==> src/rtl/mbps_pkg.sv <==
// ----------------------------------------------------------------------------
// mbps_pkg
// Shared types and constants for the masked byte pattern search block.
// ----------------------------------------------------------------------------
package mbps_pkg;

    localparam int unsigned APB_ADDR_W = 6;
    localparam int unsigned APB_DATA_W = 64;
    localparam int unsigned SIG_BYTES  = 16;
    localparam int unsigned PLEN_W     = 5;
    localparam int unsigned CARE_W     = 16;
    localparam int unsigned ADDR_W     = 64;

    typedef enum logic [2:0] {
        REG_PAT_LO = 3'd0,
        REG_PAT_HI = 3'd1,
        REG_CARE   = 3'd2,
        REG_PLEN   = 3'd3,
        REG_BASE   = 3'd4
    } t_reg_idx;

    typedef struct packed {
        logic [8*SIG_BYTES-1:0] pattern;
        logic [CARE_W-1:0]      care;
        logic [PLEN_W-1:0]      plen;
        logic [ADDR_W-1:0]      base;
    } t_cfg;

endpackage

==> src/rtl/mbps_ifs.sv <==
// ----------------------------------------------------------------------------
// mbps interfaces
// Byte input channel and result output channel, valid/ready handshake.
// ----------------------------------------------------------------------------
interface mbps_byte_if;
    logic       valid;
    logic       ready;
    logic [7:0] data_byte;
    logic       region_end;

    modport source (output valid, output data_byte, output region_end, input ready);
    modport sink   (input valid, input data_byte, input region_end, output ready);
endinterface

interface mbps_result_if;
    logic        valid;
    logic        ready;
    logic        match_found;
    logic [63:0] match_address;

    modport source (output valid, output match_found, output match_address, input ready);
    modport sink   (input valid, input match_found, input match_address, output ready);
endinterface

==> src/rtl/mbps_regs.sv <==
// ----------------------------------------------------------------------------
// mbps_regs
// APB configuration registers: signature, care mask, length, region base.
// ----------------------------------------------------------------------------
module mbps_regs (
    input  logic                                i_clk,
    input  logic                                i_rst_n,
    input  logic                                psel,
    input  logic                                penable,
    input  logic                                pwrite,
    input  logic [mbps_pkg::APB_ADDR_W-1:0]     paddr,
    input  logic [mbps_pkg::APB_DATA_W-1:0]     pwdata,
    output logic [mbps_pkg::APB_DATA_W-1:0]     prdata,
    output logic                                pready,
    output mbps_pkg::t_cfg                      o_cfg
);

    logic [63:0]                     r_pat_lo;
    logic [63:0]                     r_pat_hi;
    logic [mbps_pkg::CARE_W-1:0]     r_care;
    logic [mbps_pkg::PLEN_W-1:0]     r_plen;
    logic [mbps_pkg::ADDR_W-1:0]     r_base;
    mbps_pkg::t_reg_idx              w_idx;
    logic                            w_wr;

    assign w_idx  = mbps_pkg::t_reg_idx'(paddr[5:3]);
    assign pready = 1'b1;
    assign w_wr   = psel && penable && pwrite;

    always_ff @(posedge i_clk) begin
        if (!i_rst_n) begin
            r_pat_lo <= '0;
            r_pat_hi <= '0;
            r_care   <= '0;
            r_plen   <= mbps_pkg::PLEN_W'(1);
            r_base   <= '0;
        end else if (w_wr) begin
            unique case (w_idx)
                mbps_pkg::REG_PAT_LO: r_pat_lo <= pwdata;
                mbps_pkg::REG_PAT_HI: r_pat_hi <= pwdata;
                mbps_pkg::REG_CARE:   r_care   <= pwdata[mbps_pkg::CARE_W-1:0];
                mbps_pkg::REG_PLEN:   r_plen   <= pwdata[mbps_pkg::PLEN_W-1:0];
                mbps_pkg::REG_BASE:   r_base   <= pwdata;
                default: ;
            endcase
        end
    end

    always_comb begin
        unique case (w_idx)
            mbps_pkg::REG_PAT_LO: prdata = r_pat_lo;
            mbps_pkg::REG_PAT_HI: prdata = r_pat_hi;
            mbps_pkg::REG_CARE:   prdata = 64'(r_care);
            mbps_pkg::REG_PLEN:   prdata = 64'(r_plen);
            mbps_pkg::REG_BASE:   prdata = r_base;
            default:              prdata = '0;
        endcase
    end

    assign o_cfg.pattern = {r_pat_hi, r_pat_lo};
    assign o_cfg.care    = r_care;
    assign o_cfg.plen    = r_plen;
    assign o_cfg.base    = r_base;

endmodule

==> src/rtl/mbps_front.sv <==
// ----------------------------------------------------------------------------
// mbps_front
// Takes bytes, shifts the window, runs the masked compare and tracks the
// first match offset; hands one result per region to the queue.
// ----------------------------------------------------------------------------
module mbps_front #(
    parameter int unsigned MAX_PATTERN = 16,
    parameter int unsigned COUNT_WIDTH = 32
) (
    input  logic                    i_clk,
    input  logic                    i_rst_n,
    mbps_byte_if.sink               i_in,
    input  mbps_pkg::t_cfg          i_cfg,
    input  logic                    i_q_full,
    output logic                    o_push,
    output logic                    o_found,
    output logic [COUNT_WIDTH-1:0]  o_offset
);

    localparam int unsigned LEN_W = $clog2(MAX_PATTERN + 1);

    logic [7:0]             r_window [MAX_PATTERN];
    logic [7:0]             w_win    [MAX_PATTERN];
    logic [7:0]             w_sig    [MAX_PATTERN];
    logic [COUNT_WIDTH-1:0] r_count;
    logic [COUNT_WIDTH-1:0] n_count;
    logic                   r_found;
    logic                   n_found;
    logic [COUNT_WIDTH-1:0] r_offset;
    logic [COUNT_WIDTH-1:0] n_offset;
    logic [LEN_W-1:0]       w_len;
    logic [LEN_W-1:0]       w_len_m1;
    logic                   w_miss;
    logic                   w_sat;
    logic                   w_hit;
    logic                   w_take;

    assign i_in.ready = !i_q_full;
    assign w_take     = i_in.valid && i_in.ready;

    assign w_len    = (i_cfg.plen > mbps_pkg::PLEN_W'(MAX_PATTERN)) ? LEN_W'(MAX_PATTERN)
                                                                    : i_cfg.plen[LEN_W-1:0];
    assign w_len_m1 = w_len - LEN_W'(1);

    always_comb begin
        w_win[0] = i_in.data_byte;
        for (int k = 1; k < MAX_PATTERN; k++) begin
            w_win[k] = r_window[k-1];
        end
        for (int j = 0; j < MAX_PATTERN; j++) begin
            w_sig[j] = i_cfg.pattern[8*j +: 8];
        end
        w_miss = 1'b0;
        // byte j of the signature lines up with window entry len-1-j
        for (int j = 0; j < MAX_PATTERN; j++) begin
            for (int k = 0; k < MAX_PATTERN - j; k++) begin
                if (i_cfg.care[j] && (w_len == LEN_W'(j + k + 1)) && (w_win[k] != w_sig[j])) begin
                    w_miss = 1'b1;
                end
            end
        end
    end

    assign w_sat = &r_count;
    assign w_hit = (w_len == '0) ||
                   ((r_count >= COUNT_WIDTH'(w_len_m1)) && !w_miss);

    always_comb begin
        n_found  = r_found;
        n_offset = r_offset;
        n_count  = r_count;
        if (!w_sat) begin
            n_count = r_count + COUNT_WIDTH'(1);
            if (!r_found && w_hit) begin
                n_found  = 1'b1;
                n_offset = (w_len == '0) ? '0 : r_count - COUNT_WIDTH'(w_len_m1);
            end
        end
    end

    assign o_push   = w_take && i_in.region_end;
    assign o_found  = n_found;
    assign o_offset = n_offset;

    always_ff @(posedge i_clk) begin
        if (!i_rst_n) begin
            r_count  <= '0;
            r_found  <= 1'b0;
            r_offset <= '0;
        end else if (w_take) begin
            if (i_in.region_end) begin
                r_count  <= '0;
                r_found  <= 1'b0;
                r_offset <= '0;
            end else begin
                r_count  <= n_count;
                r_found  <= n_found;
                r_offset <= n_offset;
            end
        end
    end

    // entries beyond the byte count are never compared, so no reset here
    always_ff @(posedge i_clk) begin
        if (w_take) begin
            for (int k = 0; k < MAX_PATTERN; k++) begin
                r_window[k] <= w_win[k];
            end
        end
    end

endmodule

==> src/rtl/mbps_queue.sv <==
// ----------------------------------------------------------------------------
// mbps_queue
// Two-entry result queue between the scan front and the output stage.
// ----------------------------------------------------------------------------
module mbps_queue #(
    parameter int unsigned WIDTH = 33
) (
    input  logic             i_clk,
    input  logic             i_rst_n,
    input  logic             i_push,
    input  logic [WIDTH-1:0] i_data,
    input  logic             i_pop,
    output logic             o_full,
    output logic             o_valid,
    output logic [WIDTH-1:0] o_data
);

    logic [WIDTH-1:0] r_mem [2];
    logic             r_wr_ptr;
    logic             r_rd_ptr;
    logic [1:0]       r_fill;
    logic             w_pop;

    assign o_valid = (r_fill != 2'd0);
    assign o_full  = (r_fill == 2'd2);
    assign o_data  = r_mem[r_rd_ptr];
    assign w_pop   = i_pop && o_valid;

    always_ff @(posedge i_clk) begin
        if (!i_rst_n) begin
            r_wr_ptr <= 1'b0;
            r_rd_ptr <= 1'b0;
            r_fill   <= 2'd0;
        end else begin
            if (i_push) begin
                r_wr_ptr <= !r_wr_ptr;
            end
            if (w_pop) begin
                r_rd_ptr <= !r_rd_ptr;
            end
            unique case ({i_push, w_pop})
                2'b10:   r_fill <= r_fill + 2'd1;
                2'b01:   r_fill <= r_fill - 2'd1;
                default: r_fill <= r_fill;
            endcase
        end
    end

    always_ff @(posedge i_clk) begin
        if (i_push) begin
            r_mem[r_wr_ptr] <= i_data;
        end
    end

endmodule

==> src/rtl/mbps_back.sv <==
// ----------------------------------------------------------------------------
// mbps_back
// Output stage: forms the absolute match address and holds the result item.
// ----------------------------------------------------------------------------
module mbps_back #(
    parameter int unsigned COUNT_WIDTH = 32
) (
    input  logic                    i_clk,
    input  logic                    i_rst_n,
    input  mbps_pkg::t_cfg          i_cfg,
    input  logic                    i_q_valid,
    input  logic                    i_q_found,
    input  logic [COUNT_WIDTH-1:0]  i_q_offset,
    output logic                    o_pop,
    mbps_result_if.source           o_out
);

    logic                       r_valid;
    logic                       r_found;
    logic [mbps_pkg::ADDR_W-1:0] r_addr;

    assign o_pop = i_q_valid && (!r_valid || o_out.ready);

    always_ff @(posedge i_clk) begin
        if (!i_rst_n) begin
            r_valid <= 1'b0;
        end else if (o_pop) begin
            r_valid <= 1'b1;
        end else if (o_out.ready) begin
            r_valid <= 1'b0;
        end
    end

    always_ff @(posedge i_clk) begin
        if (o_pop) begin
            r_found <= i_q_found;
            r_addr  <= i_q_found ? i_cfg.base + mbps_pkg::ADDR_W'(i_q_offset) : '0;
        end
    end

    assign o_out.valid         = r_valid;
    assign o_out.match_found   = r_found;
    assign o_out.match_address = r_addr;

endmodule

==> src/rtl/masked_byte_pattern_search.sv <==
// ----------------------------------------------------------------------------
// masked_byte_pattern_search
// Wildcard byte signature scan over one streamed memory region.
// ----------------------------------------------------------------------------
// Usage:
//   i_in  : one region byte per item, region_end marks the region's last byte.
//   o_out : one item per region: match_found and the absolute address of the
//           first match (region base plus offset), zero when nothing matched.
//   APB   : signature, care mask, length and region base at byte addresses 8*i;
//           write only while no region is in flight.
// Throughput is one byte per cycle while the queue is not full; the masked
// window compare is evaluated in parallel on each accepted byte.
// An accepted region_end byte writes its result into the queue; the base add
// then goes into the output register once that register is free or taken.
// A two-item queue sits between the scan front and the output stage. While
// the receiver stalls, bytes keep flowing until the queue holds two results;
// i_in.ready then drops until the output register is taken.
// Reset (synchronous, active low) clears the window count, match state,
// queue and output valid; registers return to their reset values, with the
// signature length at one.
// ----------------------------------------------------------------------------
module masked_byte_pattern_search #(
    parameter int unsigned MAX_PATTERN = 16,
    parameter int unsigned COUNT_WIDTH = 32
) (
    input  logic                             i_clk,
    input  logic                             i_rst_n,
    mbps_byte_if.sink                        i_in,
    mbps_result_if.source                    o_out,
    input  logic                             psel,
    input  logic                             penable,
    input  logic                             pwrite,
    input  logic [mbps_pkg::APB_ADDR_W-1:0]  paddr,
    input  logic [mbps_pkg::APB_DATA_W-1:0]  pwdata,
    output logic [mbps_pkg::APB_DATA_W-1:0]  prdata,
    output logic                             pready
);

    mbps_pkg::t_cfg          w_cfg;
    logic                    w_push;
    logic                    w_found;
    logic [COUNT_WIDTH-1:0]  w_offset;
    logic                    w_q_full;
    logic                    w_q_valid;
    logic [COUNT_WIDTH:0]    w_q_data;
    logic                    w_pop;

    mbps_regs u_regs (
        .i_clk   (i_clk),
        .i_rst_n (i_rst_n),
        .psel    (psel),
        .penable (penable),
        .pwrite  (pwrite),
        .paddr   (paddr),
        .pwdata  (pwdata),
        .prdata  (prdata),
        .pready  (pready),
        .o_cfg   (w_cfg)
    );

    mbps_front #(
        .MAX_PATTERN (MAX_PATTERN),
        .COUNT_WIDTH (COUNT_WIDTH)
    ) u_front (
        .i_clk    (i_clk),
        .i_rst_n  (i_rst_n),
        .i_in     (i_in),
        .i_cfg    (w_cfg),
        .i_q_full (w_q_full),
        .o_push   (w_push),
        .o_found  (w_found),
        .o_offset (w_offset)
    );

    mbps_queue #(
        .WIDTH (COUNT_WIDTH + 1)
    ) u_queue (
        .i_clk   (i_clk),
        .i_rst_n (i_rst_n),
        .i_push  (w_push),
        .i_data  ({w_found, w_offset}),
        .i_pop   (w_pop),
        .o_full  (w_q_full),
        .o_valid (w_q_valid),
        .o_data  (w_q_data)
    );

    mbps_back #(
        .COUNT_WIDTH (COUNT_WIDTH)
    ) u_back (
        .i_clk      (i_clk),
        .i_rst_n    (i_rst_n),
        .i_cfg      (w_cfg),
        .i_q_valid  (w_q_valid),
        .i_q_found  (w_q_data[COUNT_WIDTH]),
        .i_q_offset (w_q_data[COUNT_WIDTH-1:0]),
        .o_pop      (w_pop),
        .o_out      (o_out)
    );

endmodule

==> src/flat_wrapper.sv <==
// flat-port wrapper written by rule: the top's interface ports become plain ports
module masked_byte_pattern_search_flat 
#(
    parameter int unsigned MAX_PATTERN = 16,
    parameter int unsigned COUNT_WIDTH = 32
)
  (i_clk, i_rst_n, psel, penable, pwrite, paddr, pwdata, prdata, pready, i_in_valid, i_in_data_byte, i_in_region_end, i_in_ready, o_out_valid, o_out_match_found, o_out_match_address, o_out_ready);
  mbps_byte_if i_in_i ();
  mbps_result_if o_out_i ();
  input  logic i_clk;
  input  logic i_rst_n;
  input  logic psel;
  input  logic penable;
  input  logic pwrite;
  input  logic [mbps_pkg::APB_ADDR_W-1:0] paddr;
  input  logic [mbps_pkg::APB_DATA_W-1:0] pwdata;
  output logic [mbps_pkg::APB_DATA_W-1:0] prdata;
  output logic pready;
  input wire logic [$bits(i_in_i.valid)-1:0] i_in_valid;
  input wire logic [$bits(i_in_i.data_byte)-1:0] i_in_data_byte;
  input wire logic [$bits(i_in_i.region_end)-1:0] i_in_region_end;
  output wire logic [$bits(i_in_i.ready)-1:0] i_in_ready;
  output wire logic [$bits(o_out_i.valid)-1:0] o_out_valid;
  output wire logic [$bits(o_out_i.match_found)-1:0] o_out_match_found;
  output wire logic [$bits(o_out_i.match_address)-1:0] o_out_match_address;
  input wire logic [$bits(o_out_i.ready)-1:0] o_out_ready;
  assign i_in_i.valid = i_in_valid;
  assign i_in_i.data_byte = i_in_data_byte;
  assign i_in_i.region_end = i_in_region_end;
  assign i_in_ready = i_in_i.ready;
  assign o_out_valid = o_out_i.valid;
  assign o_out_match_found = o_out_i.match_found;
  assign o_out_match_address = o_out_i.match_address;
  assign o_out_i.ready = o_out_ready;
  masked_byte_pattern_search #(.MAX_PATTERN(MAX_PATTERN), .COUNT_WIDTH(COUNT_WIDTH)) u_core (.i_clk(i_clk), .i_rst_n(i_rst_n), .i_in(i_in_i), .o_out(o_out_i), .psel(psel), .penable(penable), .pwrite(pwrite), .paddr(paddr), .pwdata(pwdata), .prdata(prdata), .pready(pready));
endmodule
==> config.mk <==
export PLATFORM = sky130hd
export DESIGN_NAME = masked_byte_pattern_search_flat
export DESIGN_NICKNAME = d
export VERILOG_FILES = /design/src/rtl/mbps_pkg.sv /design/src/rtl/mbps_ifs.sv /design/src/rtl/mbps_regs.sv /design/src/rtl/mbps_front.sv /design/src/rtl/mbps_queue.sv /design/src/rtl/mbps_back.sv /design/src/rtl/masked_byte_pattern_search.sv /design/src/flat_wrapper.sv
export SDC_FILE = /design/constraint.sdc
export NUM_CORES = 2
export LEC_CHECK = 0
export ABC_CLOCK_PERIOD_IN_PS = 15600
export BUFFER_PORTS_ARGS = -buffer_cell sky130_fd_sc_hd__buf_2
export CAP_MARGIN = 20
export CORE_MARGIN = 4
export CORE_UTILIZATION = 55
export CTS_CLUSTER_DIAMETER = 80
export DETAILED_ROUTE_END_ITERATION = 12
export PLACE_DENSITY_LB_ADDON = 0.15
export SETUP_SLACK_MARGIN = 0.5
export SLEW_MARGIN = 30
export SYNTH_ARGS = -nofsm -noshare
export SYNTH_HDL_FRONTEND = slang
export SYNTH_SLANG_ARGS = --single-unit
==> constraint.sdc <==
create_clock -name i_clk -period 15.6 [get_ports i_clk]
set_input_delay 0.78 -clock i_clk [delete_from_list [all_inputs] [get_ports i_clk]]
set_output_delay 0.78 -clock i_clk [all_outputs]
set_load 0.03 [all_outputs]
==> metrics.txt <==
status completed; CTS Hold Bufs 0; Tot Pwr 4.80 mW; Peak supply drop 169 uV; Critical Path AT 6.59 ns; Ys Warns 0; Net Count, Synth 4430; vias in the first global route 31100; clock sink total 535; largest cells by area after synthesis edfxtp_1, xnor2_1, dfxtp_1, xor2_1, nand2_1; core area 68500 um2; Netlist Area Pre-Place 38000 um2; final std cells w/o fill 5161; Cells after DPL 5040; die area 73300 um2; synthesized instance count 4298; area leader, netlist edfxtp_1; initial antenna violation count 8; maximum clock frequency 167 MHz; HP Class input port to flop; hpwl dp 95400 um; First-pass DRT Iterations 6; Vias/cell 6.35; Startpoint Class flop; EDFF count, synth 251; All-Layer GR Usage 36.8%; final setup vio count 0; final hold viol count 0; largest net degree at the start of global routing 108; PortBufs 213; slew margin rel. 27.1%; Cell Area, Placed 39100 um2; initial DRC count 4074; Synth cell types 80; Via Count 32800; main flop type after synthesis dfxtp_1; asr flop ratio synth 0%; Row Count 96; actual slew at the worst max-slew pin 1.09 ns; Pleak 15.1 nW; Die X 271 um; Setup TNS 0 ns; Critical Path Fanout Max 28; Crit path required time 16.20 ns; final instance area 41300 um2; Max Cap Viol 0; post-layout min period 5.98 ns; Initial Util 55.4%; Post-DRT Antenna Nets 0; Die Span Y 271 um; drt drc 0; critical path class flop to flop; Synth top area share 19.9%; WHS 0.398 ns; period utilization 38.4%; max-slew violation count 0; Root Driver clkbuf_16; Remaining Overflow, GRT 0; number of synthesized register bits 535; clock-pin slew on the worst setup and hold paths 0.06 ns; clk_skew 0.0403 ns; GPL Wtd Cong 1.04; first-pass GRT wire length 205000 um; Util after Layout 60.3%; Worst Setup End Kind flop; layout cell share with drive strength beyond 1 11.9%; pre-CTS setup slack 9.92 ns; RSZ-0062 raised after global routing false; Max Root-Sink Buffers 3; final worst slack 9.62 ns; H-tree levels 2; Mapped Avg Cell Area 8.83 um2; area grow syn2layout 8.82%; NumNets Final 4354; Seq/Total Area, Yosys 34.8%; WL/cell 27.1 um; clock latency on the worst-skew pair 0.67 ns; Resized cells post-CTS 0; # Post-CTS Setup Buffers 0; CTS tree done; CTS Buf Count 61; Pwr per Cell Area 116 nW/um2; Total Wirelength 140000 um; Ports 218
[cells by family (layout without fill, tap and decap cells)]
family | Yosys count | in the layout | share of synthesized area (%)
fa+ha+maj | 46 | 46 | 1.56
xor+xnor | 1173 | 1173 | 27.1
compound gates | 702 | 702 | 12.4
other cells | 1 | 5 | 0.00988
flops | 535 | 535 | 34.8
simple gates | 1243 | 1243 | 15.8
buf+inv | 490 | 467 | 5.29
mux | 108 | 108 | 2.98
[per-layer routing]
metal  GRT usage [%]  vias up  share of wire [%]
li1                -    14500                  -
met4            17.8        8                5.9
met2            57.0     2064                 44
met1            48.2    15700                 39
met5               0        -              0.033
met3            9.29      542                 12
[cells in the final DEF (no fill, tap or decap), drive strengths merged, types with 5 or more instances in the layout]
| cell type | instances |
|---|---|
| a21boi | 218 |
| a21o | 15 |
| a21oi | 176 |
| a22oi | 12 |
| a31oi | 8 |
| and2 | 22 |
| and3 | 20 |
| and4 | 15 |
| buf | 317 |
| clkbuf | 88 |
| clkinv | 16 |
| dfxtp | 284 |
| edfxtp | 251 |
| ha | 44 |
| inv | 40 |
| mux2 | 41 |
| mux2i | 67 |
| nand2 | 524 |
| nand2b | 13 |
| nand3 | 33 |
| nand4 | 189 |
| nor2 | 207 |
| nor2b | 19 |
| nor3 | 25 |
| nor4 | 114 |
| o2111ai | 10 |
| o211ai | 21 |
| o21a | 18 |
| o21ai | 144 |
| o22ai | 5 |
| o2bb2ai | 27 |
| o31ai | 9 |
| o41ai | 6 |
| or3 | 36 |
| or4 | 15 |
| xnor2 | 691 |
| xor2 | 482 |
[synthesized netlist by cell type, types with 5 or more instances]
cell type and count:
edfxtp_1 251, o2bb2ai_2 20, a21oi_1 176, buf_2 69, nor2b_1 19, xor2_1 482, o2bb2ai_1 7, nand4_1 189
and2_1 22, xnor2_1 691, a21o_1 15, and4_1 15, clkbuf_1 296, nand2b_1 13, nor4_1 111, or4_1 14
a22oi_1 12, o21ai_0 141, nor2_1 207, dfxtp_1 284, nor3_1 25, ha_1 44, buf_6 5, a21boi_0 217
o211ai_1 21, o21a_1 18, buf_4 6, o2111ai_1 10, mux2i_1 67, o31ai_1 9, mux2_2 41, o41ai_1 5
and3_1 20, nand3_1 32, nand2_1 523, buf_1 78, or3_1 36, inv_1 34, a31oi_1 8, o22ai_1 5
[layout make-up]
class	instances	area (um2)
fill	5968	27200
multi-input combinational	3273	22800
sequential	535	13200
timing repair buffer	317	1870
clock buffer	88	1830
tap	882	1100
clock inverter	28	330
inverter	34	130
antenna	4	10.0
[critical path, stage by stage (launching register included)]
cell and delay [ns]:
dfxtp_1 0.64, nand2b_1 0.39, inv_1 0.11, ha_1 0.45, nand2_1 0.63, a21oi_1 0.19
or4b_1 0.59, o41ai_2 0.68, nand4b_1 0.26, nor4_4 0.74, nand3_4 0.38, or2_1 0.41
buf_4 0.28, o2bb2ai_2 0.17
[state kept, by name, summed over array words and instances (netlist names), named ones only]
signal                             cells
u_core.u_front.r_window              120
u_core.u_queue.r_mem                  66
u_core.u_back.o_out.match_address     64
u_core.u_regs.r_base                  64
u_core.u_regs.r_pat_hi                64
u_core.u_regs.r_pat_lo                64
u_core.u_front.r_count                32
u_core.u_front.r_offset               32
u_core.u_regs.r_care                  16
u_core.u_regs.r_plen                   5
u_core.u_queue.r_fill                  2
u_core.u_back.o_out.match_found        1
u_core.u_back.o_out.valid              1
u_core.u_front.r_found                 1
u_core.u_queue.r_rd_ptr                1
u_core.u_queue.r_wr_ptr                1
[worst paths after layout]
| kind | from | to | slack [ns] | depth (start not counted) |
|---|---|---|---|---|
| worst max-delay path | u_core.u_regs.r_plen[4]$_SDFFE_PN0P_ | u_core.u_front.r_offset[27]$_SDFFE_PN0P_ | 9.62 | 13 |
| worst min-delay path | pwdata[52] | u_core.u_regs.r_base[52]$_SDFFE_PN0P_ | 0.40 | 3 |
| worst max register to register | u_core.u_regs.r_plen[4]$_SDFFE_PN0P_ | u_core.u_front.r_offset[27]$_SDFFE_PN0P_ | 9.62 | 13 |
| worst min register to register | u_core.u_front.r_offset[4]$_SDFFE_PN0P_ | u_core.u_front.r_offset[4]$_SDFFE_PN0P_ | 0.47 | 1 |
[where the power goes]
part	switching [mW]	internal (mW)	total [mW]
registers	0.304	1.70	2.01
logic	0.778	0.502	1.28
clock network	0.622	0.890	1.51
Note: power is estimated with default switching activity, not from simulation.
